## src/hdl/aunp_pkg.sv

```systemverilog
`default_nettype none
// ---------------------------------------------------------------------------
// aunp_pkg
// Shared types, character codes and digit decode for the ASCII unsigned
// number parser.
// ---------------------------------------------------------------------------
package aunp_pkg;

    // field widths
    localparam int CHAR_W   = 8;
    localparam int VALUE_W  = 64;
    localparam int OFFSET_W = 16;
    localparam int RADIX_W  = 5;
    localparam int OUT_W    = VALUE_W + OFFSET_W;

    // register reset value
    localparam logic [RADIX_W-1:0] RADIX_MODE_RST = 5'd0;

    // radix codes
    localparam logic [RADIX_W-1:0] RADIX_AUTO = 5'd0;
    localparam logic [RADIX_W-1:0] RADIX_DEC  = 5'd10;
    localparam logic [RADIX_W-1:0] RADIX_HEX  = 5'd16;

    // digit code for a character that is no digit at all (not below any radix)
    localparam logic [RADIX_W-1:0] NO_DIGIT = 5'h1F;

    // character codes
    localparam logic [CHAR_W-1:0] CH_0  = 8'h30;
    localparam logic [CHAR_W-1:0] CH_9  = 8'h39;
    localparam logic [CHAR_W-1:0] CH_LA = 8'h61;
    localparam logic [CHAR_W-1:0] CH_LF = 8'h66;
    localparam logic [CHAR_W-1:0] CH_UA = 8'h41;
    localparam logic [CHAR_W-1:0] CH_UF = 8'h46;
    localparam logic [CHAR_W-1:0] CH_LX = 8'h78;
    localparam logic [CHAR_W-1:0] CH_UX = 8'h58;

    localparam logic [OFFSET_W-1:0] OFFSET_MAX = '1;

    // parse phases
    typedef enum logic [1:0] {
        PH_IDLE   = 2'd0,
        PH_DIGITS = 2'd1,
        PH_ZERO   = 2'd2,
        PH_PREFIX = 2'd3
    } t_phase;

    // value of a hex/decimal digit character, NO_DIGIT otherwise
    function automatic logic [RADIX_W-1:0] digit_of(input logic [CHAR_W-1:0] c);
        logic [CHAR_W-1:0] d;
        d = '0;
        if (c inside {[CH_0:CH_9]}) begin
            d = c - CH_0;
        end else if (c inside {[CH_LA:CH_LF]}) begin
            d = c - CH_LA + 8'd10;
        end else if (c inside {[CH_UA:CH_UF]}) begin
            d = c - CH_UA + 8'd10;
        end else begin
            d = {3'b000, NO_DIGIT};
        end
        return d[RADIX_W-1:0];
    endfunction

endpackage
`default_nettype wire

```

## src/hdl/ascii_unsigned_number_parser_unit.sv

```systemverilog
`default_nettype none
// ---------------------------------------------------------------------------
// ascii_unsigned_number_parser_unit
// Parses ASCII unsigned numbers (auto hex/decimal or a set radix), one
// character per transaction.
// ---------------------------------------------------------------------------
// Usage:
//   Slave stream: one character per transaction in tdata, tuser high on the
//   first character of a string. Master stream: one transaction per finished
//   parse, carrying the value and the offset of the first unconsumed char.
//   The radix register (0 = auto) is written through i_cfg_wr_en/data and is
//   sampled at each string's first character; the user must write it only while idle, unenforced by the block.
// Path: a character lands in the input register at its accept edge and is
//   parsed from there straight into the output register, which holds the
//   result; a stall on a terminating character can hold it in between.
// Throughput: one character per cycle while no held result stalls, bounded by
//   the accumulator loop (a 64 x 5 bit multiply-add feeding back each cycle).
// Reset: clears both stage valid bits, the parse state (idle phase, zero
//   accumulator, position and radix) and the radix register (auto mode).
// Stall: while a result waits on the master side, the input register still
//   parses characters that end no string; a character that ends one waits in
//   the input register and tready drops until the result is taken.
// ---------------------------------------------------------------------------
module ascii_unsigned_number_parser_unit
    import aunp_pkg::*;
(
    input  wire logic               i_clk,
    input  wire logic               i_rst_n,
    // configuration
    input  wire logic               i_cfg_wr_en,
    input  wire logic [RADIX_W-1:0] i_cfg_wr_data,  // radix_mode
    // slave stream
    input  wire logic               i_s_axis_tvalid,
    output logic                    o_s_axis_tready,
    input  wire logic [CHAR_W-1:0]  i_s_axis_tdata,  // [7:0] char_code
    input  wire logic               i_s_axis_tuser,  // [0] start_req
    // master stream
    output logic                    o_m_axis_tvalid,
    input  wire logic               i_m_axis_tready,
    output logic [OUT_W-1:0]        o_m_axis_tdata   // [63:0] parsed_value,
                                                     // [79:64] end_offset
);

    // configuration register
    logic [RADIX_W-1:0] r_radix_mode;

    // input register
    logic               r_in_valid;
    logic               r_in_start;
    logic [CHAR_W-1:0]  r_in_char;

    // parse state
    t_phase             r_phase, n_phase;
    logic [VALUE_W-1:0] r_acc, n_acc;
    logic [OFFSET_W-1:0] r_pos, n_pos;
    logic [RADIX_W-1:0] r_radix, n_radix;

    // output register
    logic               r_out_valid;
    logic [VALUE_W-1:0] r_out_value;
    logic [OFFSET_W-1:0] r_out_offset;

    // datapath signals
    logic               emit;
    logic [VALUE_W-1:0] n_out_value;
    logic [OFFSET_W-1:0] n_out_offset;
    logic               proc_fire;
    logic               proc_ok;
    logic [RADIX_W-1:0] dig;
    logic               is_zero_ch;
    logic               is_x_ch;
    logic               pfx_mode;
    logic [VALUE_W-1:0] base_acc;
    logic [OFFSET_W-1:0] base_pos;
    logic [RADIX_W-1:0] take_radix;
    logic               take_ok;
    logic [VALUE_W+RADIX_W-1:0] mul;
    logic [VALUE_W-1:0] take_acc;
    logic [OFFSET_W-1:0] take_pos;

    // ---------------- handshake ----------------
    // a character that ends a parse needs room in the output register
    assign proc_ok         = !emit || !r_out_valid || i_m_axis_tready;
    assign proc_fire       = r_in_valid && proc_ok;
    assign o_s_axis_tready = !r_in_valid || proc_ok;

    // ---------------- decode ----------------
    assign dig        = digit_of(r_in_char);
    assign is_zero_ch = (r_in_char == CH_0);
    assign is_x_ch    = (r_in_char == CH_LX) || (r_in_char == CH_UX);
    assign pfx_mode   = (r_radix_mode == RADIX_AUTO) || (r_radix_mode == RADIX_HEX);

    // operands of the digit step: fresh parses start from zero
    always_comb begin
        base_acc   = r_acc;
        base_pos   = r_pos;
        take_radix = r_radix;
        if (r_in_start) begin
            base_acc   = '0;
            base_pos   = '0;
            take_radix = (r_radix_mode == RADIX_AUTO) ? RADIX_DEC : r_radix_mode;
        end else if (r_phase == PH_ZERO) begin
            base_acc   = '0;
            take_radix = (r_radix == RADIX_AUTO) ? RADIX_DEC : r_radix;
        end
    end

    // digit step: acc * radix + digit, position bump with saturation
    assign take_ok  = (dig < take_radix);
    assign mul      = {{RADIX_W{1'b0}}, base_acc} * {{VALUE_W{1'b0}}, take_radix};
    assign take_acc = mul[VALUE_W-1:0] + {{(VALUE_W-RADIX_W){1'b0}}, dig};
    assign take_pos = (base_pos == OFFSET_MAX) ? base_pos : base_pos + 1'b1;

    // ---------------- next phase ----------------
    always_comb begin
        n_phase = r_phase;
        if (r_in_start) begin
            if (pfx_mode && is_zero_ch) begin
                n_phase = PH_ZERO;
            end else begin
                n_phase = take_ok ? PH_DIGITS : PH_IDLE;
            end
        end else begin
            case (r_phase)
                PH_DIGITS: n_phase = take_ok ? PH_DIGITS : PH_IDLE;
                PH_ZERO: begin
                    if (is_x_ch) begin
                        n_phase = PH_PREFIX;
                    end else begin
                        n_phase = take_ok ? PH_DIGITS : PH_IDLE;
                    end
                end
                PH_PREFIX: n_phase = (dig < RADIX_HEX) ? PH_DIGITS : PH_IDLE;
                default:   n_phase = PH_IDLE;
            endcase
        end
    end

    // ---------------- datapath and result ----------------
    always_comb begin
        n_acc        = r_acc;
        n_pos        = r_pos;
        n_radix      = r_radix;
        emit         = 1'b0;
        n_out_value  = base_acc;
        n_out_offset = base_pos;
        if (r_in_start) begin
            if (pfx_mode && is_zero_ch) begin
                n_acc   = '0;
                n_pos   = {{(OFFSET_W-1){1'b0}}, 1'b1};
                n_radix = r_radix_mode;
            end else begin
                n_radix = take_radix;
                n_acc   = take_ok ? take_acc : '0;
                n_pos   = take_ok ? take_pos : '0;
                emit    = !take_ok;
            end
        end else begin
            case (r_phase)
                PH_DIGITS: begin
                    if (take_ok) begin
                        n_acc = take_acc;
                        n_pos = take_pos;
                    end
                    emit = !take_ok;
                end
                PH_ZERO: begin
                    if (is_x_ch) begin
                        n_radix = RADIX_HEX;
                        n_pos   = 16'd2;
                    end else begin
                        n_radix = take_radix;
                        n_acc   = take_ok ? take_acc : '0;
                        n_pos   = take_ok ? take_pos : base_pos;
                        emit    = !take_ok;
                    end
                end
                PH_PREFIX: begin
                    // "0x" with no hex digit after it: only the zero counts
                    if (dig < RADIX_HEX) begin
                        n_acc = {{(VALUE_W-RADIX_W){1'b0}}, dig};
                        n_pos = 16'd3;
                    end else begin
                        emit         = 1'b1;
                        n_out_value  = '0;
                        n_out_offset = {{(OFFSET_W-1){1'b0}}, 1'b1};
                    end
                end
                default: begin
                    emit = 1'b0;
                end
            endcase
        end
    end

    // ---------------- configuration register ----------------
    always_ff @(posedge i_clk) begin
        if (!i_rst_n) begin
            r_radix_mode <= RADIX_MODE_RST;
        end else if (i_cfg_wr_en) begin
            r_radix_mode <= i_cfg_wr_data;
        end
    end

    // ---------------- input register ----------------
    always_ff @(posedge i_clk) begin
        if (!i_rst_n) begin
            r_in_valid <= 1'b0;
        end else if (o_s_axis_tready) begin
            r_in_valid <= i_s_axis_tvalid;
        end
    end

    always_ff @(posedge i_clk) begin
        if (o_s_axis_tready) begin
            r_in_start <= i_s_axis_tuser;
            r_in_char  <= i_s_axis_tdata;
        end
    end

    // ---------------- parse state ----------------
    always_ff @(posedge i_clk) begin
        if (!i_rst_n) begin
            r_phase <= PH_IDLE;
            r_acc   <= '0;
            r_pos   <= '0;
            r_radix <= '0;
        end else if (proc_fire) begin
            r_phase <= n_phase;
            r_acc   <= n_acc;
            r_pos   <= n_pos;
            r_radix <= n_radix;
        end
    end

    // ---------------- output register ----------------
    always_ff @(posedge i_clk) begin
        if (!i_rst_n) begin
            r_out_valid <= 1'b0;
        end else if (proc_fire && emit) begin
            r_out_valid <= 1'b1;
        end else if (i_m_axis_tready) begin
            r_out_valid <= 1'b0;
        end
    end

    always_ff @(posedge i_clk) begin
        if (proc_fire && emit) begin
            r_out_value  <= n_out_value;
            r_out_offset <= n_out_offset;
        end
    end

    assign o_m_axis_tvalid = r_out_valid;
    assign o_m_axis_tdata  = {r_out_offset, r_out_value};

    // ---------------- assertions ----------------
    // after "0x" the radix is always hex
    a_prefix_hex: assert property (@(posedge i_clk) disable iff (!i_rst_n)
        (r_phase == PH_PREFIX) |-> (r_radix == RADIX_HEX))
        else $error("prefix phase without hex radix");

    // a pending leading zero has consumed exactly one character, value zero
    a_zero_state: assert property (@(posedge i_clk) disable iff (!i_rst_n)
        (r_phase == PH_ZERO) |-> ((r_pos == 16'd1) && (r_acc == '0)))
        else $error("leading-zero phase with bad position or value");

    // digit accumulation never runs in auto mode
    a_digit_radix: assert property (@(posedge i_clk) disable iff (!i_rst_n)
        (r_phase == PH_DIGITS) |-> (r_radix != RADIX_AUTO))
        else $error("digit phase with unresolved radix");

    // a held result is never overwritten
    a_no_overwrite: assert property (@(posedge i_clk) disable iff (!i_rst_n)
        (r_out_valid && !i_m_axis_tready) |=> $stable(o_m_axis_tdata))
        else $error("pending result overwritten");

endmodule
`default_nettype wire
```

## config.mk

```make
export PLATFORM = sky130hd
export DESIGN_NAME = ascii_unsigned_number_parser_unit
export DESIGN_NICKNAME = d
export VERILOG_FILES = /design/src/hdl/aunp_pkg.sv /design/src/hdl/ascii_unsigned_number_parser_unit.sv
export SDC_FILE = /design/constraint.sdc
export NUM_CORES = 1
export LEC_CHECK = 0
export ABC_CLOCK_PERIOD_IN_PS = 9850
export BUFFER_PORTS_ARGS = -buffer_cell sky130_fd_sc_hd__buf_2
export CORE_MARGIN = 4
export CORE_UTILIZATION = 60
export CTS_BUF_LIST = sky130_fd_sc_hd__clkbuf_4 sky130_fd_sc_hd__clkbuf_8
export CTS_CLUSTER_DIAMETER = 50
export CTS_CLUSTER_SIZE = 28
export DETAILED_ROUTE_END_ITERATION = 10
export GPL_TIMING_DRIVEN = 0
export PLACE_DENSITY = 0.79
export SYNTH_ARGS = -nofsm -noshare
export SYNTH_HDL_FRONTEND = slang
export SYNTH_SLANG_ARGS = --single-unit
```

## constraint.sdc

```tcl
create_clock -name i_clk -period 9.85 [get_ports i_clk]
set_input_delay 0.985 -clock i_clk [delete_from_list [all_inputs] [get_ports i_clk]]
set_output_delay 0.985 -clock i_clk [all_outputs]
set_load 0.005 [all_outputs]
```

==> results of run 1 <==
==> final timing paths <==
check / startpoint / endpoint / slack, ns / cells after the start
hold / removal: r_acc[36]$_SDFFE_PN0P_ / r_acc[36]$_SDFFE_PN0P_ / 0.48 / 2
setup reg to reg: r_in_start$_DFFE_PP_ / r_acc[59]$_SDFFE_PN0P_ / 0.98 / 21
setup / recovery: r_in_start$_DFFE_PP_ / r_acc[59]$_SDFFE_PN0P_ / 0.98 / 21
hold reg to reg: r_acc[36]$_SDFFE_PN0P_ / r_acc[36]$_SDFFE_PN0P_ / 0.48 / 2
==> layout by cell type (no fill, tap or decap), types with 5 or more instances in the layout <==
cell	count
sky130_fd_sc_hd__a2111oi_0	6
sky130_fd_sc_hd__a211oi_1	7
sky130_fd_sc_hd__a21boi_0	5
sky130_fd_sc_hd__a21o_1	47
sky130_fd_sc_hd__a21oi_1	110
sky130_fd_sc_hd__a22oi_1	31
sky130_fd_sc_hd__a31o_2	6
sky130_fd_sc_hd__a31oi_1	18
sky130_fd_sc_hd__and2_1	21
sky130_fd_sc_hd__and3_1	73
sky130_fd_sc_hd__buf_1	14
sky130_fd_sc_hd__buf_2	100
sky130_fd_sc_hd__clkbuf_1	88
sky130_fd_sc_hd__clkbuf_8	17
sky130_fd_sc_hd__dfxtp_1	94
sky130_fd_sc_hd__edfxtp_1	89
sky130_fd_sc_hd__fa_1	183
sky130_fd_sc_hd__ha_1	133
sky130_fd_sc_hd__inv_1	298
sky130_fd_sc_hd__inv_6	5
sky130_fd_sc_hd__mux2i_1	9
sky130_fd_sc_hd__nand2_1	169
sky130_fd_sc_hd__nand2b_1	12
sky130_fd_sc_hd__nand3_1	44
sky130_fd_sc_hd__nand4_1	8
sky130_fd_sc_hd__nor2_1	402
sky130_fd_sc_hd__nor2b_1	20
sky130_fd_sc_hd__nor3_1	21
sky130_fd_sc_hd__nor4_1	8
sky130_fd_sc_hd__o21a_1	6
sky130_fd_sc_hd__o21ai_0	88
sky130_fd_sc_hd__o21bai_1	7
sky130_fd_sc_hd__or2_2	7
sky130_fd_sc_hd__or4_1	5
sky130_fd_sc_hd__xnor2_1	40
sky130_fd_sc_hd__xor2_1	22
==> per-layer routing <==
metal	up-vias	share of wire	GRT usage
li1	7399	-	-
met1	7743	0.41	0.403
met2	666	0.48	0.515
met3	99	0.080	0.0623
met4	2	0.030	0.103
met5	-	0.00040	0
==> power by group through the flow <==
stage          Clock, mW  Sequential (mW)  Combinational [mW]
2_1_floorplan          0            0.834              0.0861
3_3_place_gp           0            0.835               0.149
3_5_place_dp           0            0.833               0.155
4_1_cts            0.595            0.816               0.156
5_1_grt            0.622            0.818               0.170
6_report           0.588            0.816               0.159
==> per-stage QoR <==
stage          TNS [ns]  hold slack (ns)  total power, mW  utilization
2_1_floorplan         0            0.439            0.920            -
3_3_place_gp     -89.28            0.458            0.984        0.643
3_5_place_dp          0            0.468            0.988        0.645
4_1_cts               0            0.485             1.57        0.660
5_1_grt               0            0.506             1.61        0.660
6_report              0            0.485             1.56        0.660
==> cell usage after synthesis, drive strengths merged (4+ instances only) <==
cell | number | share of area
a2111oi | 6 | 0.0029
a211oi | 7 | 0.0029
a21boi | 7 | 0.0029
a21o | 47 | 0.019
a21oi | 110 | 0.030
a22oi | 31 | 0.013
a311oi | 4 | 0.0023
a31o | 6 | 0.0029
a31oi | 18 | 0.0062
a41oi | 4 | 0.0019
and2 | 21 | 0.0072
and3 | 73 | 0.025
and4 | 4 | 0.0019
buf | 16 | 0.0038
clkbuf | 88 | 0.018
dfxtp | 94 | 0.10
edfxtp | 89 | 0.15
fa | 183 | 0.20
ha | 133 | 0.092
inv | 298 | 0.062
mux2i | 10 | 0.0057
nand2 | 169 | 0.035
nand2b | 12 | 0.0041
nand3 | 44 | 0.012
nand4 | 8 | 0.0028
nor2 | 402 | 0.083
nor2b | 21 | 0.0072
nor3 | 21 | 0.0058
nor4 | 8 | 0.0028
o21a | 6 | 0.0025
o21ai | 91 | 0.025
o21bai | 7 | 0.0029
o31ai | 4 | 0.0017
o32ai | 4 | 0.0019
or2 | 7 | 0.0024
or3 | 4 | 0.0017
or4 | 5 | 0.0021
xnor2 | 40 | 0.019
xor2 | 22 | 0.011
==> layout make-up <==
cell class	instances	area (um^2)	area share
Buffer	104	399	0.0204
Clock inverter	15	206	0.0105
Tap cell	390	488	0.0249
Clock buffer	17	234	0.0119
Inverter	301	1130	0.0576
Timing Repair Buffer	101	536	0.0273
Sequential cell	183	4550	0.232
Multi-Input combinational cell	1583	12100	0.615
==> flip-flops by register name, indices dropped and copies added, names as in the netlist <==
name             flops
r_phase              2
r_in_start           1
r_radix_mode         5
r_pos               16
o_m_axis_tvalid      1
r_out_value         64
r_in_valid           1
r_radix              5
r_acc               64
r_in_char            8
r_out_offset        16
==> kinds of logic after synthesis <==
group / Yosys count / synth area share
XOR/XNOR: 62 / 0.0299
flip-flops: 183 / 0.251
AO/OA/AOI/OAI: 383 / 0.135
adder cells (fa/ha/maj): 316 / 0.294
multiplexers: 11 / 0.00635
buffers and inverters: 405 / 0.0843
AND/OR/NAND/NOR: 811 / 0.199
==> critical path, delay by kind of cell (launching register included) <==
| kind | cells | cell delay [ns] |
|---|---|---|
| AO/OA/AOI/OAI | 7 | 2.68 |
| buffers and inverters | 6 | 2.33 |
| adder cells (fa/ha/maj) | 4 | 1.95 |
| AND/OR/NAND/NOR | 3 | 1.13 |
| flip-flops | 1 | 0.52 |
| XOR/XNOR | 1 | 0.16 |
==> impl_results.md, run 1 <==
- Effective utilization at floorplan: 0.610
- Element type at the critical path end: flip-flop
- Comb pwr share: 0.102
- Post-synthesis sequential area ratio: 0.251
- Tcrit/Tclk final: 0.901
- Top FF cell, synth: sky130_fd_sc_hd__dfxtp_1
- Number of gates given a new drive strength after cts: 0
- Number of filler cells placed in the layout: around 2,500
- Residual DRC count: 0
- Number of failing hold endpoints at the final stage: 0
- Synthesized area per cell: around 8.4 um^2
- Total Die Area: 33,100 um^2
- TritonCTS clock tree: yes
- Number of distinct library cells after synthesis: between 70 and 80
- Kind of critical path: reg2reg
- Number of buffers added by the clock tree synthesis step: 17
- Routed via count divided by cell count: 5.91
- Final Critical Period: a little under 9 ns
- Sw Pwr: 454 uW
- Vias in the first global route: ~16,000
- Critical path startpoint category: flip-flop
- Max-cap violations: 0
- Number of buffers added for setup after CTS: 0
- Total I/O pin count: a little over 100
- Total global routing track utilization: 0.308
- Switch share: 0.291
- Length of the first detailed-routing pass in iterations: 6
- Req. time, crit path: slightly above 10 ns
- Final worst-path setup slack: slightly below 1 ns
- Insertion delay to the later sink of the worst-skew pair: 0.52 ns
- Clock transition time at the flip-flop clock pins of the worst setup and hold paths: 0.11 ns
- Setup repair after global routing missed its margin: no
- Mapped cell area: ~18,000 um^2
- Max stage delay cell, worst path: sky130_fd_sc_hd__nor4_1
- Outcome: complete, no violations
- Pins over their slew limit: 0
- Biggest cell delay along the critical path: slightly above 0.8 ns
- Antenna diode count: 0
- Count of warnings emitted by yosys: 0
- Cell Int Power: 1.11 mW
- Max-Slew Margin vs Limit: 0.0513
- Net count of the mapped netlist: 2,506
- Area of placed instances: about 19,000 um^2
- Transition at the pin with the smallest max-transition slack: about 1.4 ns
- Global-route wire length before repair: 82.2 mm
- Maximum number of pins on one net before global-route repair: 35
- Placer Congestion: roughly 0.96
- Cell area after layout: just under 20,000 um^2
- Leak Pwr: around 9.3 nW
- Setup-failing EPs final: 0
- Cell Count Post-Placement: about 2,700
- Area growth from synthesis to layout: 8.11%
- Post-synth ARST share: 0
- Ratio of cells with drive above 1 in the final layout: 0.0686
- Clock root buffer master: sky130_fd_sc_hd__clkbuf_8
- Die boundary height: 182 um
- Count of nets left with antenna violations after detail routing: 0
- Deepest clock path buffer count: 2
- Worst-path maximum fanout: 10
- Routed len/inst: 18.7 um
- WP data arrival: slightly above 9 ns
- Global route overflow: 0
- Count of input and output buffers: just under 100
- Number of flip-flops and latches in the synthesized netlist: 183
- Worst min-delay path class: reg2reg
- Most numerous cell on the critical path: sky130_fd_sc_hd__fa_1
- Final Non-Filler Cells: between 2,000 and 3,000
- Worst-case clock skew: 0.0220 ns
- Critical path cell sequence: clkbuf_1, clkinv_1, o32ai_1, clkbuf_1, buf_1, nor2_1, fa_1, inv_1, fa_1, fa_1, inv_1, ha_1, nand4_1, a211o_1, a21boi_1, a211oi_1, nor4_1, a31o_2, a21boi_0, xnor2_1, a22o_1
- Number of buffers inserted for hold repair after clock tree synthesis: 0
- Number of DRC violations after detailed-routing iteration 0: approximately 1,400
- Vias: around 16,000
- Chip width: 182 um
- Count of clock tree sinks: around 180
- Number of antenna violations at the first check in global routing: 1
- Total number of placement rows: 63
- H-tree depth: 4
- Hpwl dp: about 40 mm
- Total number of nets in the final design: 2,626
- Count of flip-flops with a built-in enable after synthesis: 89
- Core area: approximately 30,000 um^2
- Seq pwr share: 0.522
- Worst IR drop on VDD: 0.0890 mV
- Worst setup slack before clock tree synthesis: 1.38 ns
- Clock network fraction of design power: 0.376
- Power per Cell Area: 79.7 nW/um^2
- Total wirelength of the detailed-routed design: 50.4 mm
- Max Clock Freq: roughly 0.11 GHz
- Mapped Cells: around 2,200
(Power assumes the default switching activity.)
==> run 2: changes to the inputs <==
REMOVE_ABC_BUFFERS = 1   (was default)
==> impl_results.md, run 2 (synthesis results as in run 1) <==
- Outcome: complete, no violations
- Critical path startpoint category: flip-flop
- Clock root buffer master: sky130_fd_sc_hd__clkbuf_8
- Number of buffers added by the clock tree synthesis step: 17 (unchanged)
- Placer Congestion: 0.912 (-5.1%)
- Count of input and output buffers: 100 (+1.0%)
- TritonCTS clock tree: yes
- Worst setup slack before clock tree synthesis: 1.00 ns (-0.372 ns)
- Most common cell after layout, fill and taps aside: sky130_fd_sc_hd__nor2_1
- Max Clock Freq: 0.118 GHz (+4.5%)
- Worst min-delay path class: reg2reg
- Setup repair after global routing missed its margin: no
- Vias in the first global route: 15,700 (-3.1%)
- Number of gates given a new drive strength after cts: 0 (unchanged)
- Deepest clock path buffer count: 2 (unchanged)
- Cell area after layout: 19,600 um^2 (-0.20%)
- Global-route wire length before repair: 76.8 mm (-6.6%)
- R2R setup slack: 1.37 ns (+0.39 ns)
- Setup-failing EPs final: 0 (unchanged)
- Residual DRC count: 0 (unchanged)
- Die boundary height: 182 um (unchanged)
- Worst IR drop on VDD: 0.0868 mV (-2.5%)
- Routed len/inst: 17.3 um (-7.4%)
- Leak Pwr: 9.31 nW (+0.13%)
- Final worst-path setup slack: 1.37 ns (+0.385 ns)
- Worst-path maximum fanout: 37 (+27)
- Routed via count divided by cell count: 5.91 (+0.12%)
- Cell Count Post-Placement: 2,573 (-3.3%)
- Hpwl dp: 33.6 mm (-15%)
- Req. time, crit path: 10.24 ns (-0.03 ns)
- Number of filler cells placed in the layout: 2,451 (-2.8%)
- Count of nets left with antenna violations after detail routing: 0 (unchanged)
- Max-cap violations: 0 (unchanged)
- Total number of placement rows: 63 (unchanged)
- Total number of nets in the final design: 2,538 (-3.4%)
- Total I/O pin count: 101 (unchanged)
- Area of placed instances: 19,100 um^2 (-0.16%)
- Number of failing hold endpoints at the final stage: 0 (unchanged)
- Ratio of cells with drive above 1 in the final layout: 0.0821 (+0.0136)
- Total wirelength of the detailed-routed design: 45.2 mm (-10%)
- Highest-count cells in the layout ignoring fill and taps: 399 x sky130_fd_sc_hd__nor2_1, 295 x sky130_fd_sc_hd__inv_1, 183 x sky130_fd_sc_hd__fa_1
- Number of buffers inserted for hold repair after clock tree synthesis: 0 (unchanged)
- H-tree depth: 4 (unchanged)
- Kind of critical path: reg2reg
- Clock transition time at the flip-flop clock pins of the worst setup and hold paths: 0.12 ns (about the same)
- Max-Slew Margin vs Limit: 0.0338 (-0.0175)
- Power per Cell Area: 76.7 nW/um^2 (-3.7%)
- Total Negative Setup Slacks: 0 ns (unchanged)
- Global route overflow: 0 (unchanged)
- Worst-case clock skew: 0.0182 ns (-0.00377 ns)
- Count of clock tree sinks: 183 (unchanged)
- Element type at the critical path end: flip-flop
- Effective utilization at floorplan: 0.610 (unchanged)
- Total Die Area: 33,100 um^2 (unchanged)
- Tcrit/Tclk final: 0.861 (-0.0391)
- Chip width: 182 um (unchanged)
- Total global routing track utilization: 0.277 (-0.0314)
- Number of buffers added for setup after CTS: 0 (unchanged)
- Core area: 29,700 um^2 (unchanged)
- Final Non-Filler Cells: 2,607 (-3.2%)
- Registers with the highest flip-flop counts: r_acc: 64 flops, r_out_value: 64 flops
- Maximum number of pins on one net before global-route repair: 50 (+43%)
- Total power consumption of the routed design: 1.50 mW (-3.9%)
- Final Critical Period: 8.48 ns (-0.385 ns)
- Number of antenna violations at the first check in global routing: 0 (-1)
- Area growth from synthesis to layout: 7.90%
- Number of DRC violations after detailed-routing iteration 0: 1,523 (+11%)
- Length of the first detailed-routing pass in iterations: 6 (unchanged)
- Transition at the pin with the smallest max-transition slack: 1.45 ns (+0.0306 ns)
- Insertion delay to the later sink of the worst-skew pair: 0.49 ns (-0.03 ns)
- Vias: 15,400 (-3.1%)
- WP data arrival: 8.87 ns (-0.42 ns)
- Pins over their slew limit: 0 (unchanged)
[run 2: cell types whose count changed in the layout (fill, tap and decap cells not counted), moves of 2 or more]
cell / change
sky130_fd_sc_hd__nor2_4: +3
sky130_fd_sc_hd__clkbuf_1: -88
sky130_fd_sc_hd__nor2_1: -3
sky130_fd_sc_hd__inv_6: -2
sky130_fd_sc_hd__buf_1: -14
sky130_fd_sc_hd__buf_12: +7
sky130_fd_sc_hd__bufinv_16: -3
sky130_fd_sc_hd__buf_8: +2
sky130_fd_sc_hd__buf_16: +6
sky130_fd_sc_hd__inv_1: -3
sky130_fd_sc_hd__clkinv_8: +4
sky130_fd_sc_hd__inv_2: +3
[run 2: power breakdown]
| group | switching (mW) | total, mW | internal, mW |
|---|---|---|---|
| combinational | 0.106 | 0.153 | 0.0467 |
| clock | 0.340 | 0.531 | 0.191 |
| sequential | 0.00994 | 0.818 | 0.808 |
[run 2: final cells by class]
class / count / area (um^2) / area share
clock inverters: 15 / 169 / 0.00863
well taps: 390 / 488 / 0.0249
clock buffers: 17 / 234 / 0.0120
multi-input cells: 1583 / 12100 / 0.619
flip-flops and latches: 183 / 4560 / 0.233
diodes: 1 / 2.50 / 0.000128
repair buffers: 117 / 876 / 0.0448
inverters: 301 / 1130 / 0.0578
[run 2: routing by layer]
| layer | vias to the layer above | wire (um) | share of wire | GRT usage |
|---|---|---|---|---|
| li1 | 7217 | - | - | - |
| met1 | 7526 | 20100 | 0.45 | 0.384 |
| met2 | 594 | 21100 | 0.47 | 0.457 |
| met3 | 77 | 2930 | 0.065 | 0.0361 |
| met4 | 0 | 1000 | 0.022 | 0.0817 |
| met5 | - | 0 | 0 | 0 |
[run 2: path summary, 6_finish.rpt]
| path | start | end | cells past startpoint |
|---|---|---|---|
| setup reg to reg | r_phase[1]$_SDFFE_PN0P_ | r_acc[62]$_SDFFE_PN0P_ | 23 |
| hold reg to reg | r_acc[51]$_SDFFE_PN0P_ | r_acc[51]$_SDFFE_PN0P_ | 2 |
| hold / removal | r_acc[51]$_SDFFE_PN0P_ | r_acc[51]$_SDFFE_PN0P_ | 2 |
| setup / recovery | r_phase[1]$_SDFFE_PN0P_ | r_acc[62]$_SDFFE_PN0P_ | 23 |
[run 2: stage by stage]
stage	util	hold WS, ns
final	0.658	0.487
after global routing	0.658	0.494
after CTS	0.657	0.485
after detailed placement	0.644	0.463
after global placement	0.630	0.455
after floorplan	-	0.439
[run 2: worst max-delay path, stage by stage, from the launching register on]
cell and delay, ns:
sky130_fd_sc_hd__dfxtp_1 0.81, sky130_fd_sc_hd__nand2b_1 0.27, sky130_fd_sc_hd__nor4_1 0.32, sky130_fd_sc_hd__a21oi_1 0.16, sky130_fd_sc_hd__a21oi_1 0.68, sky130_fd_sc_hd__inv_2 0.45
sky130_fd_sc_hd__buf_12 0.33, sky130_fd_sc_hd__nor2_1 0.15, sky130_fd_sc_hd__fa_1 0.46, sky130_fd_sc_hd__fa_1 0.55, sky130_fd_sc_hd__inv_1 0.06, sky130_fd_sc_hd__fa_1 0.54
sky130_fd_sc_hd__inv_1 0.04, sky130_fd_sc_hd__ha_1 0.38, sky130_fd_sc_hd__nand3_1 0.21, sky130_fd_sc_hd__or4_1 0.56, sky130_fd_sc_hd__a21oi_1 0.29, sky130_fd_sc_hd__o21a_1 0.30
sky130_fd_sc_hd__a21boi_1 0.18, sky130_fd_sc_hd__o311ai_0 0.80, sky130_fd_sc_hd__a21bo_2 0.31, sky130_fd_sc_hd__a41oi_1 0.16, sky130_fd_sc_hd__xnor2_1 0.15, sky130_fd_sc_hd__a22o_1 0.19
==> run 3: changes to the inputs <==
CORE_UTILIZATION = 65   (was 60)
PLACE_DENSITY = 0.84   (was 0.79)
SKIP_LAST_GASP = 1   (was default)
==> impl_results.md, run 3 (synthesis results as in run 1) <==
- Clock root buffer master: sky130_fd_sc_hd__clkbuf_8
- Tcrit/Tclk final: 0.866 (+0.00501)
- Setup-failing EPs final: 0 (unchanged)
- Element type at the critical path end: flip-flop
- GR met1 Demand/Resource: 0.402 (+0.0184)
- Number of buffers added for setup after CTS: 0 (unchanged)
- Ratio of cells with drive above 1 in the final layout: 0.0817 (-0.000414)
- Routed len/inst: 17.3 um (-0.39%)
- Worst min-delay path class: reg2reg
- TritonCTS clock tree: yes
- Number of gates given a new drive strength after cts: 0 (unchanged)
- Total wirelength of the detailed-routed design: 44.6 mm (-1.2%)
- Number of antenna violations at the first check in global routing: 0 (unchanged)
- H-tree depth: 4 (unchanged)
- Critical path startpoint category: flip-flop
- Transition at the pin with the smallest max-transition slack: 1.30 ns (-0.144 ns)
- Deepest clock path buffer count: 2 (unchanged)
- Max-Slew Margin vs Limit: 0.127 (+0.0936)
- Final Critical Period: 8.53 ns (+0.0493 ns)
- Global-route wire length before repair: 75.6 mm (-1.6%)
- Setup repair after global routing missed its margin: no
- Placer Congestion: 0.931 (+2.1%)
- Multi-input combinational cell area: 12,100 um^2 (unchanged)
- Count of cells along the worst register-to-register path: 23 (unchanged)
- Core area: 27,200 um^2 (-8.6%)
- Seq pwr share: 0.533 (-0.012)
- Area of placed instances: 19,100 um^2 (-0.26%)
- Maximum number of pins on one net before global-route repair: 55 (+10%)
- Pins over their slew limit: 0 (unchanged)
- Count of nets left with antenna violations after detail routing: 0 (unchanged)
- Total number of nets in the final design: 2,537 (-0.039%)
- Routed via count divided by cell count: 6.04 (+2.2%)
- Residual DRC count: 0 (unchanged)
- Final worst-path setup slack: 1.32 ns (-0.0493 ns)
- Kind of critical path: reg2reg
- Global route overflow: 0 (unchanged)
- Length of the first detailed-routing pass in iterations: 8 (+2)
- Power per Cell Area: 78.5 nW/um^2 (+2.3%)
- Sw Pwr: 481 uW (+5.5%)
- Worst hold slack: 0.487 ns (+0.0000990 ns)
- Register cell area after layout: 4560 um^2 (unchanged)
- Total global routing track utilization: 0.294 (+0.0173)
- Highest-count cells in the layout ignoring fill and taps: 399 x sky130_fd_sc_hd__nor2_1, 295 x sky130_fd_sc_hd__inv_1, 183 x sky130_fd_sc_hd__fa_1
- Insertion delay to the later sink of the worst-skew pair: 0.51 ns (+0.02 ns)
- Total Die Area: 30,600 um^2 (-7.4%)
- Outcome: complete, no violations
- Total Negative Setup Slacks: 0 ns (unchanged)
- Number of filler cells placed in the layout: 2,133 (-13%)
- Global-route track usage on met3: 0.0450 (+0.00894)
- Most heavily used metal layer in global routing: met2
- Clock network fraction of design power: 0.368 (+0.015)
- Area growth from synthesis to layout: 7.74%
- Leak Pwr: 9.31 nW (about the same)
- Max Clock Freq: 0.117 GHz (-0.58%)
- Number of buffers added by the clock tree synthesis step: 17 (unchanged)
- Antenna diode count: 0 (-1)
- Die boundary height: 175 um (-3.8%)
- Cell area after layout: 19,500 um^2 (-0.15%)
- Count of clock tree sinks: 183 (unchanged)
- Count of input and output buffers: 100 (unchanged)
- Vias in the first global route: 15,700 (-0.0064%)
- Total I/O pin count: 101 (unchanged)
- Clock transition time at the flip-flop clock pins of the worst setup and hold paths: 0.12 ns (about the same)
- Number of failing hold endpoints at the final stage: 0 (unchanged)
- Switch share: 0.314 (+0.00997)
- Hold path cells: 2 (unchanged)
- Cell Int Power: 1.05 mW (+0.70%)
- Vias: 15,600 (+1.4%)
- Req. time, crit path: 10.24 ns (about the same)
- Effective utilization at floorplan: 0.667 (+0.0571)
- Most common cell after layout, fill and taps aside: sky130_fd_sc_hd__nor2_1
- Max-cap violations: 0 (unchanged)
- Total number of placement rows: 60 (-4.8%)
- WP data arrival: 8.93 ns (+0.06 ns)
- Chip width: 175 um (-3.8%)
- Worst IR drop on VDD: 0.0764 mV (-12%)
- Number of buffers inserted for hold repair after clock tree synthesis: 0 (unchanged)
- Worst-path maximum fanout: 38 (+2.7%)
- Registers with the highest flip-flop counts: r_acc: 64 flops, r_out_value: 64 flops
- Met2 Usage GRT: 0.480 (+0.0227)
- Comb pwr share: 0.099 (-0.003)
- Worst-case clock skew: 0.0315 ns (+0.0133 ns)
- Number of DRC violations after detailed-routing iteration 0: 1,373 (-9.8%)
- Worst setup slack before clock tree synthesis: 1.12 ns (+0.113 ns)
- Hpwl dp: 33.2 mm (-1.4%)
==> run 3: final timing paths <==
check,startpoint,slack (ns),end
max,r_phase[1]$_SDFFE_PN0P_,1.32,r_acc[62]$_SDFFE_PN0P_
min,r_acc[36]$_SDFFE_PN0P_,0.49,r_acc[36]$_SDFFE_PN0P_
max reg2reg,r_phase[1]$_SDFFE_PN0P_,1.32,r_acc[62]$_SDFFE_PN0P_
min reg2reg,r_acc[36]$_SDFFE_PN0P_,0.49,r_acc[36]$_SDFFE_PN0P_
==> run 3: worst max-delay path, cell delays in order (launching register included) <==
cell,delay (ns)
sky130_fd_sc_hd__dfxtp_1,0.77
sky130_fd_sc_hd__nand2b_1,0.24
sky130_fd_sc_hd__nor4_1,0.32
sky130_fd_sc_hd__a21oi_1,0.17
sky130_fd_sc_hd__a21oi_1,0.67
sky130_fd_sc_hd__inv_2,0.45
sky130_fd_sc_hd__buf_12,0.31
sky130_fd_sc_hd__nor2_1,0.17
sky130_fd_sc_hd__fa_1,0.47
sky130_fd_sc_hd__fa_1,0.55
sky130_fd_sc_hd__inv_1,0.06
sky130_fd_sc_hd__fa_1,0.53
sky130_fd_sc_hd__inv_1,0.04
sky130_fd_sc_hd__ha_1,0.37
sky130_fd_sc_hd__nand3_1,0.21
sky130_fd_sc_hd__or4_1,0.59
sky130_fd_sc_hd__a21oi_1,0.29
sky130_fd_sc_hd__o21a_1,0.29
sky130_fd_sc_hd__a21boi_1,0.18
sky130_fd_sc_hd__o311ai_0,0.87
sky130_fd_sc_hd__a21bo_2,0.32
sky130_fd_sc_hd__a41oi_1,0.17
sky130_fd_sc_hd__xnor2_1,0.16
sky130_fd_sc_hd__a22o_1,0.19
==> run 3: final cells by class <==
type	instances	area share
clock buffer	17	0.0120
inverter	301	0.0579
timing repair buffer	116	0.0435
multi-input combinational	1583	0.620
sequential	183	0.233
clock inverter	15	0.00980
tap	372	0.0238
==> run 3: per-layer routing <==
layer  routed length (um)  vias up
li1                     -     7221
met1                18900     7551
met2                21000      759
met3                 3460       97
met4                 1240        0
met5                    0        -
==> run 3: power by group through the flow <==
stage	registers, mW	logic [mW]	clock network (mW)
floorplan	0.836	0.0738	0
finish	0.818	0.152	0.564
detailed placement	0.836	0.145	0
global placement	0.839	0.120	0
global route	0.819	0.163	0.597
CTS	0.819	0.146	0.566
==> run 3: stage by stage <==
step           std cells  total power [mW]   util
3_3_place_gp        2539             0.959  0.688
2_1_floorplan       2067             0.910      -
4_1_cts             2586              1.53  0.718
3_5_place_dp        2554             0.981  0.702
6_report            2587              1.53  0.719
5_1_grt             2587              1.58  0.719
